## src/rtl/grd_pkg.sv

```systemverilog
package grd_pkg;

  localparam int PortCountDef = 4;
  localparam int PortW        = 2;
  localparam int IdW          = 3;

  // configuration register indexes
  localparam logic [2:0] RegMainMode   = 3'd0;
  localparam logic [2:0] RegCstickMode = 3'd1;
  localparam logic [2:0] RegLeftMode   = 3'd2;
  localparam logic [2:0] RegRightMode  = 3'd3;
  localparam logic [2:0] RegMainDz     = 3'd4;
  localparam logic [2:0] RegCstickDz   = 3'd5;
  localparam logic [2:0] RegLeftDz     = 3'd6;
  localparam logic [2:0] RegRightDz    = 3'd7;

  localparam logic [7:0] Neutral = 8'd127;
  localparam logic [7:0] DzReset = 8'd35;

  // inputs of one stick lane
  typedef struct packed {
    logic       mode;
    logic [7:0] dz;
    logic [7:0] x;
    logic [7:0] y;
    logic [7:0] cx;
    logic [7:0] cy;
  } grd_stick_in_t;

  typedef struct packed {
    logic       mode;
    logic [7:0] dz;
    logic [7:0] t;
    logic [7:0] c;
  } grd_trig_in_t;

  typedef enum logic [1:0] {
    ST_IDLE,
    ST_WORK,
    ST_OUT
  } grd_state_t;

  typedef enum logic [2:0] {
    L_IDLE,
    L_SQRT,
    L_MUL,
    L_DIV,
    L_WAIT,
    L_DONE
  } grd_lane_state_t;

  function automatic logic [7:0] grd_clamp8(input logic signed [40:0] v);
    logic [7:0] r;
    if (v < 0) r = 8'd0;
    else if (v > 41'sd255) r = 8'd255;
    else r = v[7:0];
    return r;
  endfunction

endpackage

```

## src/rtl/grd_divider.sv

```systemverilog
// Restoring divider, one quotient bit per cycle. Unsigned magnitudes.
module grd_divider
  import grd_pkg::*;
(
  input  logic        clk,
  input  logic        rst_n,
  input  logic        start,
  input  logic [39:0] num,
  input  logic [24:0] den,
  output logic        done,
  output logic [39:0] quo,
  output logic        rem_nz
);
  logic [39:0] q_r, q_nxt;
  logic [25:0] rem_r, rem_nxt;
  logic [5:0]  cnt_r, cnt_nxt;
  logic        busy_r, busy_nxt;
  logic [25:0] trial;

  assign trial = {rem_r[24:0], q_r[39]} - {1'b0, den};

  always_comb begin
    q_nxt    = q_r;
    rem_nxt  = rem_r;
    cnt_nxt  = cnt_r;
    busy_nxt = busy_r;
    if (start) begin
      q_nxt    = num;
      rem_nxt  = '0;
      cnt_nxt  = 6'd40;
      busy_nxt = 1'b1;
    end else if (busy_r) begin
      if (!trial[25]) begin
        rem_nxt = trial;
        q_nxt   = {q_r[38:0], 1'b1};
      end else begin
        rem_nxt = {rem_r[24:0], q_r[39]};
        q_nxt   = {q_r[38:0], 1'b0};
      end
      cnt_nxt = cnt_r - 6'd1;
      if (cnt_r == 6'd1) busy_nxt = 1'b0;
    end
  end

  always_ff @(posedge clk) begin
    if (!rst_n) begin
      busy_r <= 1'b0;
      cnt_r  <= '0;
    end else begin
      busy_r <= busy_nxt;
      cnt_r  <= cnt_nxt;
    end
    q_r   <= q_nxt;
    rem_r <= rem_nxt;
  end

  assign done   = busy_r && (cnt_r == 6'd1);
  assign quo    = q_nxt;
  assign rem_nz = (rem_nxt != '0);
endmodule

```

## src/rtl/grd_stick_lane.sv

```systemverilog
// One stick: iterative square root of S<<16, then, unless bypassed, two serial divisions
// (x on one divider, y on another).
module grd_stick_lane
  import grd_pkg::*;
(
  input  logic          clk,
  input  logic          rst_n,
  input  logic          start,
  input  grd_stick_in_t lin,
  output logic          done,
  output logic [7:0]    ox,
  output logic [7:0]    oy
);
  grd_lane_state_t st_r, st_nxt;
  logic signed [8:0]  dx_r, dy_r;
  logic [32:0]        v_r;     // sqrt remainder
  logic [33:0]        res_r;   // root, final value up to 17 bits
  logic [4:0]         it_r;
  logic [34:0]        bitv;
  logic [16:0]        den_r;
  logic [24:0]        dfull_r;
  logic signed [26:0] base_r;
  logic [39:0]        numx, numy;
  logic               negx_r, negy_r;
  logic               byp_r;
  logic [7:0]         bx_r, by_r;
  logic [7:0]         ox_r, oy_r;
  logic               startd;
  logic               dvx_done, dvy_done;
  logic [39:0]        qx, qy;
  logic               rnx, rny;
  logic [34:0]        sum;
  logic signed [40:0] vx, vy;
  logic [15:0]        dzsq;
  logic [8:0]         dxa, dya;

  assign bitv = 35'd1 << {it_r, 1'b0};
  assign sum  = {1'b0, res_r} + bitv;
  assign dzsq = lin.dz * lin.dz;
  assign dxa  = dx_r[8] ? 9'(-dx_r) : 9'(dx_r);
  assign dya  = dy_r[8] ? 9'(-dy_r) : 9'(dy_r);

  always_comb begin
    st_nxt = st_r;
    unique case (st_r)
      L_IDLE: if (start) st_nxt = L_SQRT;
      L_SQRT: if (it_r == 5'd0) st_nxt = L_MUL;
      L_MUL:  st_nxt = byp_r ? L_DONE : L_DIV;
      L_DIV:  st_nxt = L_WAIT;
      L_WAIT: if (dvx_done && dvy_done) st_nxt = L_DONE;
      L_DONE: st_nxt = L_IDLE;
      default: st_nxt = L_IDLE;
    endcase
  end

  assign startd = (st_r == L_DIV);

  assign vx = negx_r ? -$signed({1'b0, qx}) - (rnx ? 41'sd1 : 41'sd0) : $signed({1'b0, qx});
  assign vy = negy_r ? -$signed({1'b0, qy}) - (rny ? 41'sd1 : 41'sd0) : $signed({1'b0, qy});

  always_ff @(posedge clk) begin
    if (!rst_n) st_r <= L_IDLE;
    else        st_r <= st_nxt;
    if (st_r == L_IDLE && start) begin
      dx_r  <= $signed({1'b0, lin.x}) - $signed({1'b0, lin.cx});
      dy_r  <= $signed({1'b0, lin.y}) - $signed({1'b0, lin.cy});
      res_r <= '0;
      it_r  <= 5'd17;
      byp_r <= !lin.mode;
      bx_r  <= lin.x;
      by_r  <= lin.y;
      den_r <= (lin.dz == 8'd255) ? 17'd1 : {9'd0, 8'd255 - lin.dz};
    end
    if (st_r == L_SQRT) begin
      if (it_r == 5'd17) begin
        // first cycle: form S and deadzone test
        v_r <= {(17'(dxa * dxa) + 17'(dya * dya)), 16'd0};
        if (!byp_r && ((17'(dxa * dxa) + 17'(dya * dya)) < {1'b0, dzsq} ||
            (dxa == 9'd0 && dya == 9'd0))) begin
          byp_r <= 1'b1;
          bx_r  <= Neutral;
          by_r  <= Neutral;
        end
        it_r <= 5'd16;
      end else begin
        if ({2'b0, v_r} >= sum) begin
          v_r   <= 33'({2'b0, v_r} - sum);
          res_r <= 34'((res_r >> 1) + bitv);
        end else begin
          res_r <= res_r >> 1;
        end
        if (it_r != 5'd0) it_r <= it_r - 5'd1;
      end
    end
    if (st_r == L_MUL) begin
      base_r  <= 27'sd255 * ($signed({10'd0, res_r[16:0]}) -
                             $signed({11'd0, lin.dz, 8'd0}));
      dfull_r <= 25'(den_r * res_r[16:0]);
    end
    if (st_r == L_DIV) begin
      negx_r <= (base_r < 0) ^ dx_r[8];
      negy_r <= (base_r < 0) ^ dy_r[8];
    end
    if (dvx_done) begin
      ox_r <= grd_clamp8(vx + 41'sd127);
      oy_r <= grd_clamp8(vy + 41'sd127);
    end
    if (st_r == L_MUL && byp_r) begin
      ox_r <= bx_r;
      oy_r <= by_r;
    end
  end

  logic [26:0] babs;
  assign babs = base_r[26] ? 27'(-base_r) : 27'(base_r);
  assign numx = 40'(babs * dxa);
  assign numy = 40'(babs * dya);

  grd_divider u_dvx (
    .clk(clk), .rst_n(rst_n), .start(startd), .num(numx), .den(dfull_r),
    .done(dvx_done), .quo(qx), .rem_nz(rnx)
  );
  grd_divider u_dvy (
    .clk(clk), .rst_n(rst_n), .start(startd), .num(numy), .den(dfull_r),
    .done(dvy_done), .quo(qy), .rem_nz(rny)
  );

  assign done = (st_r == L_DONE);
  assign ox   = ox_r;
  assign oy   = oy_r;
endmodule

```

## config.mk

```make
export PLATFORM = sky130hd
export DESIGN_NAME = grd_stick_lane
export DESIGN_NICKNAME = d
export VERILOG_FILES = /design/src/rtl/grd_pkg.sv /design/src/rtl/grd_divider.sv /design/src/rtl/grd_stick_lane.sv
export SDC_FILE = /design/constraint.sdc
export NUM_CORES = 2
export LEC_CHECK = 0
export ABC_AREA = 1
export BUFFER_PORTS_ARGS = -buffer_cell sky130_fd_sc_hd__buf_2
export CORE_MARGIN = 2
export CORE_UTILIZATION = 40
export DETAILED_ROUTE_END_ITERATION = 7
export HOLD_SLACK_MARGIN = 0.02
export SLEW_MARGIN = 20
export SYNTH_ARGS = -nofsm -noshare
export SYNTH_HDL_FRONTEND = slang
export SYNTH_HIERARCHICAL = 1
export SYNTH_SLANG_ARGS = --single-unit
```

## constraint.sdc

```tcl
create_clock -name clk -period 29.2 [get_ports clk]
set_input_delay 5.84 -clock clk [delete_from_list [all_inputs] [get_ports clk]]
set_output_delay 5.84 -clock clk [all_outputs]
set_load 0.01 [all_outputs]
```

# Yosys cells after proc, flatten, opt, wreduce, memory -nomap -nowiden
# Cells that the tools add are included.
word_totals:
  latchBits: 0
  wordCells: 168
  output_inout_bits: 17
  romBits: 0
  regBits: 343
  input_bits: 44
  mem_bits_rw: 0
  n_memories: 0
classes:
  n_eq_ne: 12
  magnitude_cmp: 7
  n_bitwise: 3
  shift: 1
  n_addsub: 22
  multipliers: 7
  div_mod_pow: 0
  muxes: 64
  reduce_logical: 24
op_table:
  columns: ["op", "count"]
  rows:
  - ["40-bit two-way mux", 4]
  - ["26-bit two-way mux", 6]
  - ["34-bit two-way mux", 4]
  - ["8-bit two-way mux", 16]
  - ["41-bit by 8-bit adder with 41-bit output (second input constant)", 2]
  - ["41-bit by 9-bit greater-than comparator with 1-bit output (second input constant)", 2]
  - ["41-bit by 1-bit less-than comparator with 1-bit output (second input constant)", 2]
  - ["41-bit two-way mux", 2]
  - ["40-bit negator with 41-bit output", 2]
  - ["41-bit by 2-bit subtractor with 41-bit output", 2]
  - ["27-bit by 9-bit multiplier with 36-bit output", 2]
  - ["33-bit two-way mux", 2]
  - ["26-bit nonzero test", 2]
  - ["26-bit by 25-bit subtractor with 26-bit output", 2]
  - ["34-bit by 35-bit adder with 35-bit output", 1]
  - ["33-bit by 35-bit >= comparator with 1-bit output", 1]
  - ["1-bit by 6-bit left shift with 35-bit output (first input constant)", 1]
  - ["33-bit by 34-bit adder with 34-bit output", 1]
  - ["9-bit by 9-bit multiplier with 17-bit output", 2]
  - ["33-bit subtractor", 1]
  - ["27-bit by 1-bit less-than comparator with 1-bit output (second input constant)", 1]
  - ["9-bit by 18-bit multiplier with 27-bit output (first input constant)", 1]
  - ["27-bit two-way mux", 1]
  - ["27-bit negator", 1]
  - ["other kinds (36)", 79]

# Depth between registers and ports, before layout
logic_depth:
  ltp_word: 14
  ltp_mapped: 69
  ltp_nobuf: 66

# Cells and area by module
# The synthesis kept the hierarchy.
by_module_without_submodules:
  columns: ["mod", "seq_area_each_um2", "n_inst", "area_per_inst_um2", "cells_each"]
  rows:
  - ["grd_stick_lane", 5054.8, 1, 52499.1, 7680]
  - ["grd_divider", 1461.4, 2, 5044.8, 845]

# Worst setup path after synthesis
# OpenSTA, ideal clock, no wires.
synth_path:
  kind: "input to register"
  startpoint: "input lin[33] (netlist name)"
  endpoint: "register base_r[25] (data pin)"
  t_required_ps: 28935
  arrival_time_ps: 11287
  cell_stages: 27
  path_buffers: 1
  setup_slack_ps: 17648
  path_cell_list: "clkbuf_1 inv_1 fa_1 a21oi_1 o21bai_1 a21oi_1 nor2_1 nor2_1 nor2_1 nor2_1 o21bai_1 xor2_1 inv_1 fa_1 inv_1 fa_1 inv_1 fa_1 inv_1 fa_1 ha_1 a21oi_1 a21boi_0 o21bai_1 a31oi_1 o21ai_0 xor2_1"
synth_between:
  elab_chain_cells: 2
synth_lines:
  columns: ["item", "line_no", "text"]
  rows:
  - ["from (decl)", "grd_stick_lane.sv:9", "input grd_stick_in_t lin,"]
  - ["17-bit by 16-bit subtractor with 18-bit output", "grd_stick_lane.sv:96", "base_r <= 27'sd255 * ($signed({10'd0, res_r[16:0]}) -"]
  - ["9-bit by 18-bit multiplier with 27-bit output", "grd_stick_lane.sv:96", null]
  - ["to (signal assigned)", "grd_stick_lane.sv:96", null]
  - ["to (decl)", "grd_stick_lane.sv:22", "logic signed [26:0] base_r;"]
# No other way between the ends.
# A chain may end at the register's enable or synchronous reset.

# Worst setup path after layout
layout_path:
  startpoint: "register base_r[0]"
  endpoint: "register ox_r[7] (netlist: ox[7]) (data pin)"
layout_between:
  elab_chain_cells: 13
  word_cells_on_any_way: 14
  cone_classes: "4 x add/sub; 1 x mul; 2 x order compare; 7 x mux"
layout_lines:
  columns: ["item", "line_no", "text"]
  rows:
  - ["27-bit negator", "grd_stick_lane.sv:115", "assign babs = base_r[26] ? 27'(-base_r) : 27'(base_r);"]
  - ["27-bit two-way mux (*)", "grd_stick_lane.sv:115", null]
  - ["27-bit by 9-bit multiplier with 36-bit output (*)", "grd_stick_lane.sv:116", "assign numx = 40'(babs * dxa);"]
  - ["via numx[25]", "grd_stick_lane.sv:23", "logic [39:0] numx, numy;"]
  - ["40-bit two-way mux (*)", "grd_divider.sv:27", "if (start) begin"]
  - ["via qx[25]", "grd_stick_lane.sv:30", "logic [39:0] qx, qy;"]
  - ["40-bit negator with 41-bit output", "grd_stick_lane.sv:58", "assign vx = negx_r ? -$signed({1'b0, qx}) - (rnx ? 41'sd1 : 41'sd0) : $signed({1'b0, qx});"]
  - ["41-bit by 2-bit subtractor with 41-bit output", "grd_stick_lane.sv:58", null]
  - ["41-bit two-way mux (*)", "grd_stick_lane.sv:58", null]
  - ["41-bit by 8-bit adder with 41-bit output (*)", "grd_stick_lane.sv:105", "ox_r <= grd_clamp8(vx + 41'sd127);"]
  - ["41-bit by 9-bit greater-than comparator with 1-bit output", "grd_pkg.sv:55", "else if (v > 41'sd255) r = 8'd255;"]
  - ["8-bit two-way mux", "grd_pkg.sv:55", null]
  - ["8-bit two-way mux (*)", "grd_pkg.sv:54", "if (v < 0) r = 8'd0;"]
  - ["8-bit two-way mux (*)", "grd_stick_lane.sv:104", "if (dvx_done) begin"]
  - ["8-bit two-way mux (*)", "grd_stick_lane.sv:108", "if (st_r == L_MUL && byp_r) begin"]
  - ["to (signal assigned)", "grd_stick_lane.sv:105", null]
  - ["to (signal assigned)", "grd_stick_lane.sv:109", "ox_r <= bx_r;"]
  - ["to (decl)", "grd_stick_lane.sv:27", "logic [7:0] ox_r, oy_r;"]
# The timed path passes the listed nets; every way through them passes the cells marked *. The select of a mux whose other input is x is not followed.

==> out/summary.txt <==
Final Non-Filler Cells = 11416
gpl congestion = 0.9758
crit path time final = 11.77 ns
fill count = 16376
multi-input logic area = 46370 um2
status = complete, no violations
worst rel slew slack = 33.91%
Hold Path Class = reg -> reg
std cell rows = 145
syn avg cell area = 6.680 um2
clock tree buffer depth = 3
Max Cap Violations = 0
Fin. Hold Viols = 0
cell repeated most along the worst path = nand2_1
Register Area = 7980 um2
Warnings, synthesis = 6
final setup violation count = 0
Main synth FF type = dfxtp_1
router iterations before antenna repair = 6
Reg2Reg Setup Slack = 17.43 ns
fmax = 84.94 MHz
Min Hold Slack = 0.4781 ns
final WL = 193700 um
Routed Antenna Nets = 0
CTS H-Tree Depth = 2
PortBufs = 60
Worst Min Path Start = bx_r[4]
placed cells = 11328
share of cells above drive strength 1 = 4.671%
Critical Path End Type = flop
Worst Tran Pin Value = 0.9913 ns
CP required = 29.58 ns
slowest stage delay, CP = 0.58 ns
Syn Inst Count = 9370
DP Wirelength = 158700 um
area leader, netlist = fa_1
vias = 58418
crit start category = flop
Post-synth EDFFs = 129
Sink Count = 334
Die X = 399.6 um
Core Area = 155800 um2
first-pass GRT wire length = 311500 um
Crit. Startpoint = base_r[0]
register area share after synthesis = 12.75%
clock skew = 0.04703 ns
Worst path depth = 55
Post-CTS Hold Buffers = 0
Clock Latency Late Sink = 0.67 ns
# IOs = 61
Worst EP arrival = 12.16 ns
total negative slack = 0 ns
WL/cell = 16.97 um
fin crit share = 40.32%
share of the synthesized area in the top cell type = 20.76%
final-stage net count = 10616
GRT Total Usage = 24.51%
post-CTS setup buffer count = 0
Die Ht = 399.6 um
DRC errors left = 0
Post-CTS Resized = 0
cell family with most CP delay = simple AND/OR/NAND/NOR gates
clock slew at reported path FFs = 0.08 ns
Synth cell types = 69
Vias/cell = 5.117
reg2reg path depth = 55
critical path class = reg -> reg
CTS buffer count = 46
die area = 159700 um2
largest net degree at the start of global routing = 131
crit path buf inv count = 8
CTS root buf = clkbuf_16
initial antenna violation count = 8
Pins Over Slew Limit = 0
Starting Density = 40.16%
synth top area cells = fa_1, nand2_1, ha_1
vias in the first global route = 58275
total gr overflow = 0
Post-synth ARST share = 0%
Hold Path Depth = 2
synthesized flop and latch total = 334
synthesized cell area = 62590 um2
most frequent cells after synthesis = nand2_1, inv_1, nor2_1
Layout area overhead = 6.597%
top-count cell post-synth = nand2_1
worst reg2reg startpoint = base_r[0]
CTS tree = done
Starting DRT DRC Count = 4025
critical path's slowest cell = fa_1
RSZ-0062 raised after global routing = false
critical path fanouts, max = 14
## placed cells by master, fill, tap and decap left out, drive strengths merged, types with 57 or more instances in the layout
master,instances
edfxtp,129
clkbuf,57
buf,130
nand3,489
nand4,77
o21ai,275
xor2,172
xnor2,100
ha,605
nor3,72
inv,1925
nand2,2641
fa,649
nor2,956
a21oi,587
dfxtp,205
## kinds of logic after synthesis
family / after synthesis / synth area share [%]
flip-flops: 334 / 12.75
AND/OR/NAND/NOR: 4316 / 28.59
adder cells (fa/ha/maj): 1254 / 32.85
XOR/XNOR: 272 / 3.806
AO/OA/AOI/OAI: 1002 / 8.624
buffers and inverters: 2188 / 13.34
multiplexers: 2 / 0.03199
other: 2 / 0.01200
## flip-flops by register name, indices dropped and copies added (netlist names), 9 cells and up
name,flops
u_dvx/rem_r,26
u_dvy/q_r,40
u_dvx/q_r,40
base_r,27
dx_r,9
u_dvy/rem_r,26
v_r,33
dfull_r,25
dy_r,9
res_r,34
## cell type report
cell class	instances	area share (%)
multi-input combinational	6864	69.50
sequential	334	11.96
inverter	1942	10.93
tap	2058	3.860
clock buffer	57	1.894
timing repair buffer	130	1.256
clock inverter	29	0.5851
antenna	2	0.007501
## worst reg2reg max path: cells and delay by family (launching register included)
| family | cells | cell delay [ns] |
|---|---|---|
| adders and majority gates | 7 | 3.12 |
| and+or+nand+nor | 27 | 3.91 |
| AOI/OAI and AO/OA | 12 | 2.72 |
| buffers and inverters | 8 | 1.14 |
| DFF | 1 | 0.36 |
| xor gates and xnor gates | 1 | 0.27 |
## stage by stage
step	utilization [%]	setup slack (ns)	cell area (um2)
floorplan	-	17.65	62650
global placement	41.75	17.03	65060
detailed placement	41.75	17.04	65060
CTS	42.81	17.49	66710
global route	42.81	16.50	66720
finish	42.81	17.43	66720
## metal layers
layer  vias up  share of wire (%)  GRT usage [%]
met3       325                6.3          3.368
met5         -              0.036              0
met1     27869                 45          32.75
met4        10                3.1          7.445
met2      1567                 46          40.96
li1      28647                  -              -
## final timing paths
| kind | end |
|---|---|
| worst min-delay path | bx_r[4] |
| worst max-delay path | ox[7] |
| worst max register to register | ox[7] |
| worst min register to register | bx_r[4] |
Power is not shown: default switching activity piles up to over one toggle a cycle in this logic, so the estimate is an artifact.
