--- src/rtl/grd_pkg.sv ---
package grd_pkg;

  localparam int PortCountDef = 4;
  localparam int PortW        = 2;
  localparam int IdW          = 3;

  // configuration register indexes
  localparam logic [2:0] RegMainMode   = 3'd0;
  localparam logic [2:0] RegCstickMode = 3'd1;
  localparam logic [2:0] RegLeftMode   = 3'd2;
  localparam logic [2:0] RegRightMode  = 3'd3;
  localparam logic [2:0] RegMainDz     = 3'd4;
  localparam logic [2:0] RegCstickDz   = 3'd5;
  localparam logic [2:0] RegLeftDz     = 3'd6;
  localparam logic [2:0] RegRightDz    = 3'd7;

  localparam logic [7:0] Neutral = 8'd127;
  localparam logic [7:0] DzReset = 8'd35;

  // inputs of one stick lane
  typedef struct packed {
    logic       mode;
    logic [7:0] dz;
    logic [7:0] x;
    logic [7:0] y;
    logic [7:0] cx;
    logic [7:0] cy;
  } grd_stick_in_t;

  typedef struct packed {
    logic       mode;
    logic [7:0] dz;
    logic [7:0] t;
    logic [7:0] c;
  } grd_trig_in_t;

  typedef enum logic [1:0] {
    ST_IDLE,
    ST_WORK,
    ST_OUT
  } grd_state_t;

  typedef enum logic [2:0] {
    L_IDLE,
    L_SQRT,
    L_MUL,
    L_DIV,
    L_WAIT,
    L_DONE
  } grd_lane_state_t;

  function automatic logic [7:0] grd_clamp8(input logic signed [40:0] v);
    logic [7:0] r;
    if (v < 0) r = 8'd0;
    else if (v > 41'sd255) r = 8'd255;
    else r = v[7:0];
    return r;
  endfunction

endpackage

--- src/rtl/grd_divider.sv ---
// Restoring divider, one quotient bit per cycle. Unsigned magnitudes.
module grd_divider
  import grd_pkg::*;
(
  input  logic        clk,
  input  logic        rst_n,
  input  logic        start,
  input  logic [39:0] num,
  input  logic [24:0] den,
  output logic        done,
  output logic [39:0] quo,
  output logic        rem_nz
);
  logic [39:0] q_r, q_nxt;
  logic [25:0] rem_r, rem_nxt;
  logic [5:0]  cnt_r, cnt_nxt;
  logic        busy_r, busy_nxt;
  logic [25:0] trial;

  assign trial = {rem_r[24:0], q_r[39]} - {1'b0, den};

  always_comb begin
    q_nxt    = q_r;
    rem_nxt  = rem_r;
    cnt_nxt  = cnt_r;
    busy_nxt = busy_r;
    if (start) begin
      q_nxt    = num;
      rem_nxt  = '0;
      cnt_nxt  = 6'd40;
      busy_nxt = 1'b1;
    end else if (busy_r) begin
      if (!trial[25]) begin
        rem_nxt = trial;
        q_nxt   = {q_r[38:0], 1'b1};
      end else begin
        rem_nxt = {rem_r[24:0], q_r[39]};
        q_nxt   = {q_r[38:0], 1'b0};
      end
      cnt_nxt = cnt_r - 6'd1;
      if (cnt_r == 6'd1) busy_nxt = 1'b0;
    end
  end

  always_ff @(posedge clk) begin
    if (!rst_n) begin
      busy_r <= 1'b0;
      cnt_r  <= '0;
    end else begin
      busy_r <= busy_nxt;
      cnt_r  <= cnt_nxt;
    end
    q_r   <= q_nxt;
    rem_r <= rem_nxt;
  end

  assign done   = busy_r && (cnt_r == 6'd1);
  assign quo    = q_nxt;
  assign rem_nz = (rem_nxt != '0);
endmodule

--- src/rtl/grd_trig_lane.sv ---
// One trigger: one-sided deadzone, rescale by a serial divider.
module grd_trig_lane
  import grd_pkg::*;
(
  input  logic         clk,
  input  logic         rst_n,
  input  logic         start,
  input  grd_trig_in_t tin,
  output logic [7:0]   o
);
  logic               go_r;
  logic [39:0]        num_r;
  logic [24:0]        den_r;
  logic               dv_done, rnz;
  logic [39:0]        q;
  logic [7:0]         o_r;
  logic signed [8:0]  gap;

  assign gap = $signed({1'b0, tin.t}) - $signed({1'b0, tin.c});

  always_ff @(posedge clk) begin
    if (!rst_n) go_r <= 1'b0;
    else        go_r <= start && tin.mode && !(gap < $signed({1'b0, tin.dz}) || gap == 9'sd0);
    if (start) begin
      num_r <= 40'(17'd255 * 9'(gap - $signed({1'b0, tin.dz})));
      den_r <= (tin.dz == 8'd255) ? 25'd1 : 25'(8'd255 - tin.dz);
      if (!tin.mode) o_r <= tin.t;
      else           o_r <= 8'd0;
    end
    if (dv_done) o_r <= (q > 40'd255) ? 8'd255 : q[7:0];
  end

  grd_divider u_dv (
    .clk(clk), .rst_n(rst_n), .start(go_r), .num(num_r), .den(den_r),
    .done(dv_done), .quo(q), .rem_nz(rnz)
  );

  assign o = o_r;
endmodule

--- config.mk ---
export PLATFORM = sky130hd
export DESIGN_NAME = grd_trig_lane
export DESIGN_NICKNAME = d
export VERILOG_FILES = /design/src/rtl/grd_pkg.sv /design/src/rtl/grd_divider.sv /design/src/rtl/grd_trig_lane.sv
export SDC_FILE = /design/constraint.sdc
export NUM_CORES = 1
export LEC_CHECK = 0
export BUFFER_PORTS_ARGS = -buffer_cell sky130_fd_sc_hd__buf_2
export CORE_MARGIN = 4
export CORE_UTILIZATION = 57
export CTS_CLUSTER_SIZE = 20
export DETAILED_ROUTE_END_ITERATION = 10
export PLACE_DENSITY_LB_ADDON = 0.2
export SLEW_MARGIN = 10
export SYNTH_ARGS = -nofsm -noshare
export SYNTH_HDL_FRONTEND = slang
export SYNTH_SLANG_ARGS = --single-unit
--- constraint.sdc ---
create_clock -name clk -period 6.28 [get_ports clk]
set_input_delay 0.628 -clock clk [delete_from_list [all_inputs] [get_ports clk]]
set_output_delay 0.628 -clock clk [all_outputs]
set_load 0.02 [all_outputs]
# --- Word-level counts from Yosys, hierarchy flattened ---
# Cells that the tools add are included.
word_totals:
  word_cells: 42
  ff_bits: 123
classes:
  mux: 13
  n_reduce_logical: 9
  eq_ne: 2
  addsub: 5
  n_mul: 1
  n_bitwise: 1
  magnitude_cmp: 2
op_table:
  columns: ["op", "n"]
  rows:
  - ["two-way mux 40 bit", 2]
  - ["> comparator 40 x 8 -> 1 bit (second input constant)", 1]
  - ["two-way mux 8 bit", 4]
  - ["subtractor 26 x 25 -> 26 bit", 1]
  - ["two-way mux 25 bit", 1]
  - ["multiplier 8 x 9 -> 17 bit (first input constant)", 1]
  - ["two-way mux 6 bit", 2]
  - ["zero test 9 bit", 1]
  - ["less-than comparator 9 bit", 1]
  - ["subtractor 8 x 8 -> 9 bit", 1]
  - ["subtractor 8 x 8 -> 9 bit (first input constant)", 1]
  - ["subtractor 9 bit", 1]
  - ["equality test 8 bit (second input constant)", 1]
  - ["equality test 6 x 1 -> 1 bit (second input constant)", 1]
  - ["subtractor 6 x 1 -> 6 bit (second input constant)", 1]
  - ["two-way mux 1 bit", 4]
  - ["nonzero test 2 bit", 2]
  - ["logical AND 1 bit", 3]
  - ["OR reduction 2 bit", 1]
  - ["zero test 1 bit", 1]
  - ["logical OR 1 bit", 1]
  - ["inverter 1 bit", 1]

# --- Longest topological paths before layout ---
# Gate-level depths: netlist (run 1).
logic_depth:
  depth_word: 7
  mapped_depth: 29
  ltp_nobuf: 29

# --- Cells and area by module ---
# A second synthesis (run 1) with hierarchy kept.
hier_totals:
  hier_cells: 1022
  hier_area_um2: 8795.9
by_module_without_submodules:
  columns: ["mod", "n_inst", "area_per_inst_um2", "cells_per_inst"]
  rows:
  - ["grd_divider", 1, 4825.9, 605]
  - ["grd_trig_lane", 1, 3970.1, 417]

# --- Worst setup path before layout (run 1) ---
# No wires, ideal clock.
synth_path:
  path_type: "input -> register"
  start: "input port tin[8] in the netlist's numbering"
  end: "register num_r[16], data pin"
  setup_ns: 0.259
  required_ns: 6.021
  arrival_ns: 6.589
  setup_slack_ns: -0.569
  path_buffers: 0
  path_stages: 26
  cell_sequence: "inv_1 > ha_1 > fa_1 > inv_1 > ha_1 > nor2b_1 > o31a_1 > o21ai_0 > nand2b_1 > xor2_1 > inv_1 > fa_1 > inv_1 > fa_1 > fa_1 > inv_1 > fa_1 > inv_1 > ha_1 > o21a_1 > o21ai_0 > nand2b_1 > a31oi_1 > o31ai_1 > a21oi_1 > xnor2_1"
synth_between:
  elab_chain_cells: 3
synth_rtl:
  columns: ["element", "line_no", "rtl"]
  rows:
  - ["start: declaration", "grd_trig_lane.sv:8", "input grd_trig_in_t tin,"]
  - ["subtractor 8 x 8 -> 9 bit", "grd_trig_lane.sv:19", "assign gap = $signed({1'b0, tin.t}) - $signed({1'b0, tin.c});"]
  - ["subtractor 9 bit", "grd_trig_lane.sv:25", "num_r <= 40'(17'd255 * 9'(gap - $signed({1'b0, tin.dz})));"]
  - ["multiplier 8 x 9 -> 17 bit", "grd_trig_lane.sv:25", null]
  - ["end signal: assignment", "grd_trig_lane.sv:25", null]
  - ["end: declaration", "grd_trig_lane.sv:12", "logic [39:0] num_r;"]
# No other way between the ends.
# A chain may end at the register's enable or synchronous reset.

# --- Final worst setup path (run 1) ---
# Ends and elaborated chain as after synthesis.

==> results of run 1 <==
## registers in the layout, indices dropped and copies added (netlist names)
signal / flops
go_r: 1
u_dv.cnt_r: 6
o: 8
u_dv.busy_r: 1
u_dv.q_r: 40
den_r: 8
num_r: 17
u_dv.rem_r: 25
## worst max-delay path, stage by stage
cell and delay [ps]:
buf_6 70, inv_2 30, ha_4 160, fa_2 560, inv_2 60, ha_4 200, nor2b_4 120, o31a_1 320
o21ai_2 200, nand2b_4 90, xor2_4 190, inv_2 50, fa_1 520, inv_1 60, fa_1 460, fa_1 560
inv_2 40, fa_1 540, inv_2 40, ha_4 200, o21a_1 180, o21ai_2 140, nand2b_1 110, a31oi_4 210
o31ai_2 80, a21oi_1 180, xnor2_1 90
## routing by layer
metal	routed length (um)	global-route usage (%)	share of wire, %	vias to the layer above
li1	-	-	-	2899
met1	6890	28.1	44	2711
met2	7880	38.2	51	77
met3	304	1.76	2.0	31
met4	420	9.80	2.7	0
met5	0	0	0	-
## per-stage QoR
step	setup TNS, ps	util, %	worst slack, ps
after floorplan	0	-	0.864
after global placement	-327	64.6	-116
after detailed placement	-1090	64.6	-298
after CTS	0	67.0	68.1
after global routing	-65.3	68.3	-46.1
final	0	68.3	271
## synth_stat cells (all sizes together), types with 2 or more instances
cell type    n  share of area (%)
a31oi        6               0.51
nor3        27                1.8
mux2i       44                6.0
buf          5               0.32
a211oi      16                1.6
a21o        11                1.1
nand3        6               0.41
xor2        17                2.0
edfxtp      33                 13
o21ai       36                2.4
nor2b        7               0.59
nand2       36                1.8
o31a         6               0.71
o41ai        2               0.24
o31ai        4               0.41
fa          29                7.9
nor4        15                1.7
nand4bb      2               0.31
or2          2               0.17
o311ai       2               0.24
or4          7               0.82
nand4        3               0.25
o21a         9               0.92
clkbuf      21                1.1
o21bai       2               0.20
a21boi       4               0.41
or4b         2               0.27
or3         12                1.0
nand3b       2               0.20
a311oi       9                1.1
dfxtp       73                 20
inv        110                5.6
a21oi       26                1.8
nor2        82                4.2
nand2b       9               0.76
xnor2       39                4.6
ha          70                 12
## area by class of cell
class | instances | area (um^2) | share of cell area (%)
Tap cell | 172 | 215 | 2.50
Timing Repair Buffer | 89 | 601 | 6.97
Inverter | 110 | 413 | 4.79
Multi-Input combinational cell | 554 | 4620 | 53.6
Sequential cell | 106 | 2460 | 28.5
Clock inverter | 6 | 73.8 | 0.856
Clock buffer | 10 | 239 | 2.77
## cell families after synthesis
logic type      synth area share [%]
simple gates                    14.5
buf+inv                         7.00
compound gates                  12.8
xor+xnor                        6.66
flops                           33.3
mux                             5.98
fa+ha+maj                       19.8
## repair_timing
item,CTS,global route
resized for setup,0,34
hold buffers,0,0
buffers inserted,0,2
endpoints found under the setup margin,0,6
## worst min-delay path by stage
stage                         start           end  slack [ps]  cells after the start
after floorplan           num_r[16]  u_dv.q_r[16]         450                      2
after global placement     num_r[9]   u_dv.q_r[9]         470                      2
after detailed placement   num_r[2]   u_dv.q_r[2]         470                      2
after CTS                  num_r[9]   u_dv.q_r[9]         490                      2
after global routing       num_r[7]   u_dv.q_r[7]         510                      2
final                      num_r[2]   u_dv.q_r[2]         490                      2
==> impl_metrics.py, run 1 <==
metrics = {
    "timing": {
        "hold_violations": 0,
        "fin_hold_ws_ps": 491,
        "setup_viol": 0,
        "tightest_slew_ps": 1020,
        "slew_headroom_pct": 32.1,
        "skew_ps": 8.96,
        "fmax_mhz": 166,
        "finalMaxSlewViolations": 0,
        "post-route-period-util_pct": 95.7,
        "min_period_ps": 6010,
    },
    "route": {
        "routed_wl_mm": 15.5,
        "dr.pass1.iters": 4,
        "via_count": 5718,
        "via_per_inst": 5.46,
        "drt-wirelength-per-cell_um": 14.8,
        "drc_errors": 0,
        "drtAntennaViolNets": 0,
        "drt_iter0_markers": 431,
    },
    "synthesis": {
        "synth-edff-count": 33,
        "async_flop_share_pct": 0,
        "synth-seq-area-share_pct": 33.3,
        "ys.flop_type": "dfxtp_1",
        "syn_area_per_cell_um2": 9.25,
        "ys_warn_count": 0,
        "syn_inst": 796,
        "syn-num-nets": 923,
        "synth_seq_cells": 106,
        "netlist_area_um2": 7370,
        "ys_types": 54,
    },
    "critical_path": {
        "endpoint_kind": "flip-flop",
        "setup.worst_path.start": "tin[8]",
        "cp-start-kind": "primary input",
        "critPathMaxFanout": 3,
        "worstReg2RegEnd": "u_dv.rem_r[15]",
        "r2r_slack_ps": 3180,
        "r2r_start": "u_dv.rem_r[15]",
        "crit_type": "primary input to flip-flop",
        "crit_arrival_ps": 6110,
        "required_ps": 6380,
        "rr_worst_depth": 6,
        "endpoint": "num_r[16]",
    },
    "cells_and_area": {
        "fillers": 994,
        "syn_to_final_growth_pct": 17.1,
        "fin_cells": 1047,
        "antennaDiodeCount": 0,
        "postLayoutCellArea_um2": 8620,
        "drive_gt1_share_pct": 17.6,
        "final_common_cell": "inv_1",
        "nets": 997,
        "layout_common_cells": "inv_1, nor2_1, dfxtp_1",
    },
    "place": {
        "numPlacedInstances": 1029,
        "io_buffers": 35,
        "placed_area_um2": 8150,
        "dpl.hpwl_mm": 11.8,
        "gp_congestion": 0.870,
    },
    "outcome": {
        "status": "complete, no violations",
    },
    "floorplanning": {
        "die_h_um": 122,
        "core_um2": 12600,
        "die-width_um": 122,
        "ios": 36,
        "initial_core_util_pct": 58.4,
        "rows": 41,
        "die-area_um2": 14800,
    },
    "global_routing": {
        "grt_overflow_total": 0,
        "grt_pass1_wl_mm": 26.6,
        "grt_use_total_pct": 22.0,
        "grt_max_degree": 90,
        "grt_pass1_vias": 5808,
        "antenna_found_initial": 0,
    },
    "worst_hold_path": {
        "worstHoldPathType": "flip-flop to flip-flop",
    },
    "clocking": {
        "clk_latency_ps": 340,
        "clkSinkCount": 106,
        "cts-buffers-inserted": 9,
        "path_clk_slew_ps": 70,
        "htreeDepth": 3,
        "cts_tree": "built",
        "max-clock-path-buffers": 2,
        "cts-root-buf": "clkbuf_16",
    },
    "flow_run": {
        "drv_cap": 0,
    },
}
Power of run 1 is not shown: default switching activity piles up to over one toggle a cycle in this logic, so the estimate is an artifact.
==> run 2, diff against run 1 <==
--- a/config.mk
+++ b/config.mk
@@ -6,8 +6,9 @@
 export NUM_CORES = 1
 export LEC_CHECK = 0
 export BUFFER_PORTS_ARGS = -buffer_cell sky130_fd_sc_hd__buf_2
+export CORE_ASPECT_RATIO = 1.75
 export CORE_MARGIN = 4
-export CORE_UTILIZATION = 57
+export CORE_UTILIZATION = 45
 export CTS_CLUSTER_SIZE = 20
 export DETAILED_ROUTE_END_ITERATION = 10
 export PLACE_DENSITY_LB_ADDON = 0.2
==> impl_metrics.py, run 2 (synthesized netlist as in run 1, its figures left out) <==
metrics = {
    "route": {
        "routed_wl_mm": 16.1,
        "drc_errors": 0,
        "via_count": 5747,
        "drtAntennaViolNets": 0,
        "drt-wirelength-per-cell_um": 15.1,
        "via_per_inst": 5.36,
        "drt_iter0_markers": 253,
        "dr.pass1.iters": 4,
    },
    "cells_and_area": {
        "multi_input_area_um2": 4600,
        "final_common_cell": "inv_1",
        "reg.largest.list": "u_dv.q_r (40), u_dv.rem_r (25), num_r (17)",
        "fin_cells": 1072,
        "top_register": "u_dv.q_r",
        "fillers": 1472,
        "nets": 1005,
        "regArea_um2": 2460,
        "layout_common_cells": "inv_1, nor2_1, dfxtp_1",
        "drive_gt1_share_pct": 18.2,
        "syn_to_final_growth_pct": 17.6,
        "largest_reg_flops": 40,
        "antennaDiodeCount": 0,
    },
    "place": {
        "gp_congestion": 0.843,
        "dp_slack_ps": -376,
        "io_buffers": 35,
        "dpl.hpwl_mm": 12.9,
        "numPlacedInstances": 1051,
    },
    "floorplanning": {
        "die_h_um": 177,
        "die-width_um": 105,
        "die-area_um2": 18600,
        "initial_core_util_pct": 46.2,
        "core_um2": 16000,
        "rows": 61,
        "ios": 36,
    },
    "worst_hold_path": {
        "worstHoldPathType": "flip-flop to flip-flop",
        "hold_depth": 2,
    },
    "clocking": {
        "cts-root-buf": "clkbuf_16",
        "cts_tree": "built",
        "htreeDepth": 3,
        "clkSinkCount": 106,
        "cts-buffers-inserted": 9,
        "clk_latency_ps": 350,
        "max-clock-path-buffers": 2,
        "holdBufCountCts": 0,
        "path_clk_slew_ps": 80,
    },
    "timing": {
        "post-route-period-util_pct": 95.6,
        "fmax_mhz": 166,
        "min_period_ps": 6010,
        "fin_tns_setup_ps": 0,
        "hold_violations": 0,
        "fin_ws_ps": 273,
        "finalMaxSlewViolations": 0,
        "setup_viol": 0,
        "slew_headroom_pct": 39.8,
        "tightest_slew_ps": 899,
        "skew_ps": 10.1,
        "fin_hold_ws_ps": 494,
    },
    "critical_path": {
        "crit_arrival_ps": 6120,
        "crit_type": "primary input to flip-flop",
        "cp-start-kind": "primary input",
        "critPathMaxFanout": 3,
        "endpoint_kind": "flip-flop",
        "required_ps": 6390,
        "rr_worst_depth": 6,
    },
    "global_routing": {
        "antenna_found_initial": 0,
        "grt_max_degree": 68,
        "grt_pass1_wl_mm": 27.0,
        "grt_use_total_pct": 17.9,
        "grt_overflow_total": 0,
        "grt_pass1_vias": 5840,
    },
    "flow_run": {
        "drv_cap": 0,
    },
    "outcome": {
        "status": "complete, no violations",
    },
}
[run 2: what timing repair did]
action	in CTS	in global routing
setup buffers	0	5
cloned	0	0
endpoints found under the setup margin	1	5
resized for setup	0	32
pin swaps	1	31
[run 2: metrics by stage]
stage	utilization [%]	cell area, um^2
floorplan	-	7460
global placement	51.4	8210
detailed placement	51.4	8210
CTS	53.4	8510
global route	54.3	8660
finish	54.3	8660
[run 2: worst paths after layout]
kind                   end  slack, ps      startpoint
max              num_r[14]        270          tin[8]
min reg2reg    u_dv.q_r[5]        490        num_r[5]
max reg2reg  u_dv.rem_r[9]       3200  u_dv.rem_r[15]
min            u_dv.q_r[5]        490        num_r[5]
[run 2: layer usage]
layer  part of all wire, %  vias to the layer above  global-route usage, %
met5                     0                        -                      0
li1                      -                     2912                      -
met4                   2.5                        0                   6.40
met3                   1.6                       25                   2.04
met2                    58                       61                   36.8
met1                    37                     2749                   18.2
[run 2: final cells by class]
class / instances / area share [%]
flip-flops and latches: 106 / 28.4
multi-input cells: 554 / 53.1
well taps: 189 / 2.73
repair buffers: 97 / 7.48
inverters: 110 / 4.77
clock inverters: 7 / 0.910
clock buffers: 9 / 2.60
[run 2: critical path, cell delays in order]
cell and delay, ps:
buf_2 90, inv_1 40, ha_2 170, fa_2 370, buf_6 140, xnor2_2 130
ha_1 330, o21a_1 210, o31a_1 140, o21ai_2 190, nand2b_4 90, xor2_4 190
inv_2 50, fa_1 560, inv_2 60, fa_2 460, fa_1 500, inv_2 40
fa_1 540, inv_2 40, ha_4 160, nor4_2 260, o21ai_1 150, a31oi_4 250
o21bai_1 80, a21oi_1 150, xnor2_1 90
Power of run 2 is left out for the same reason.
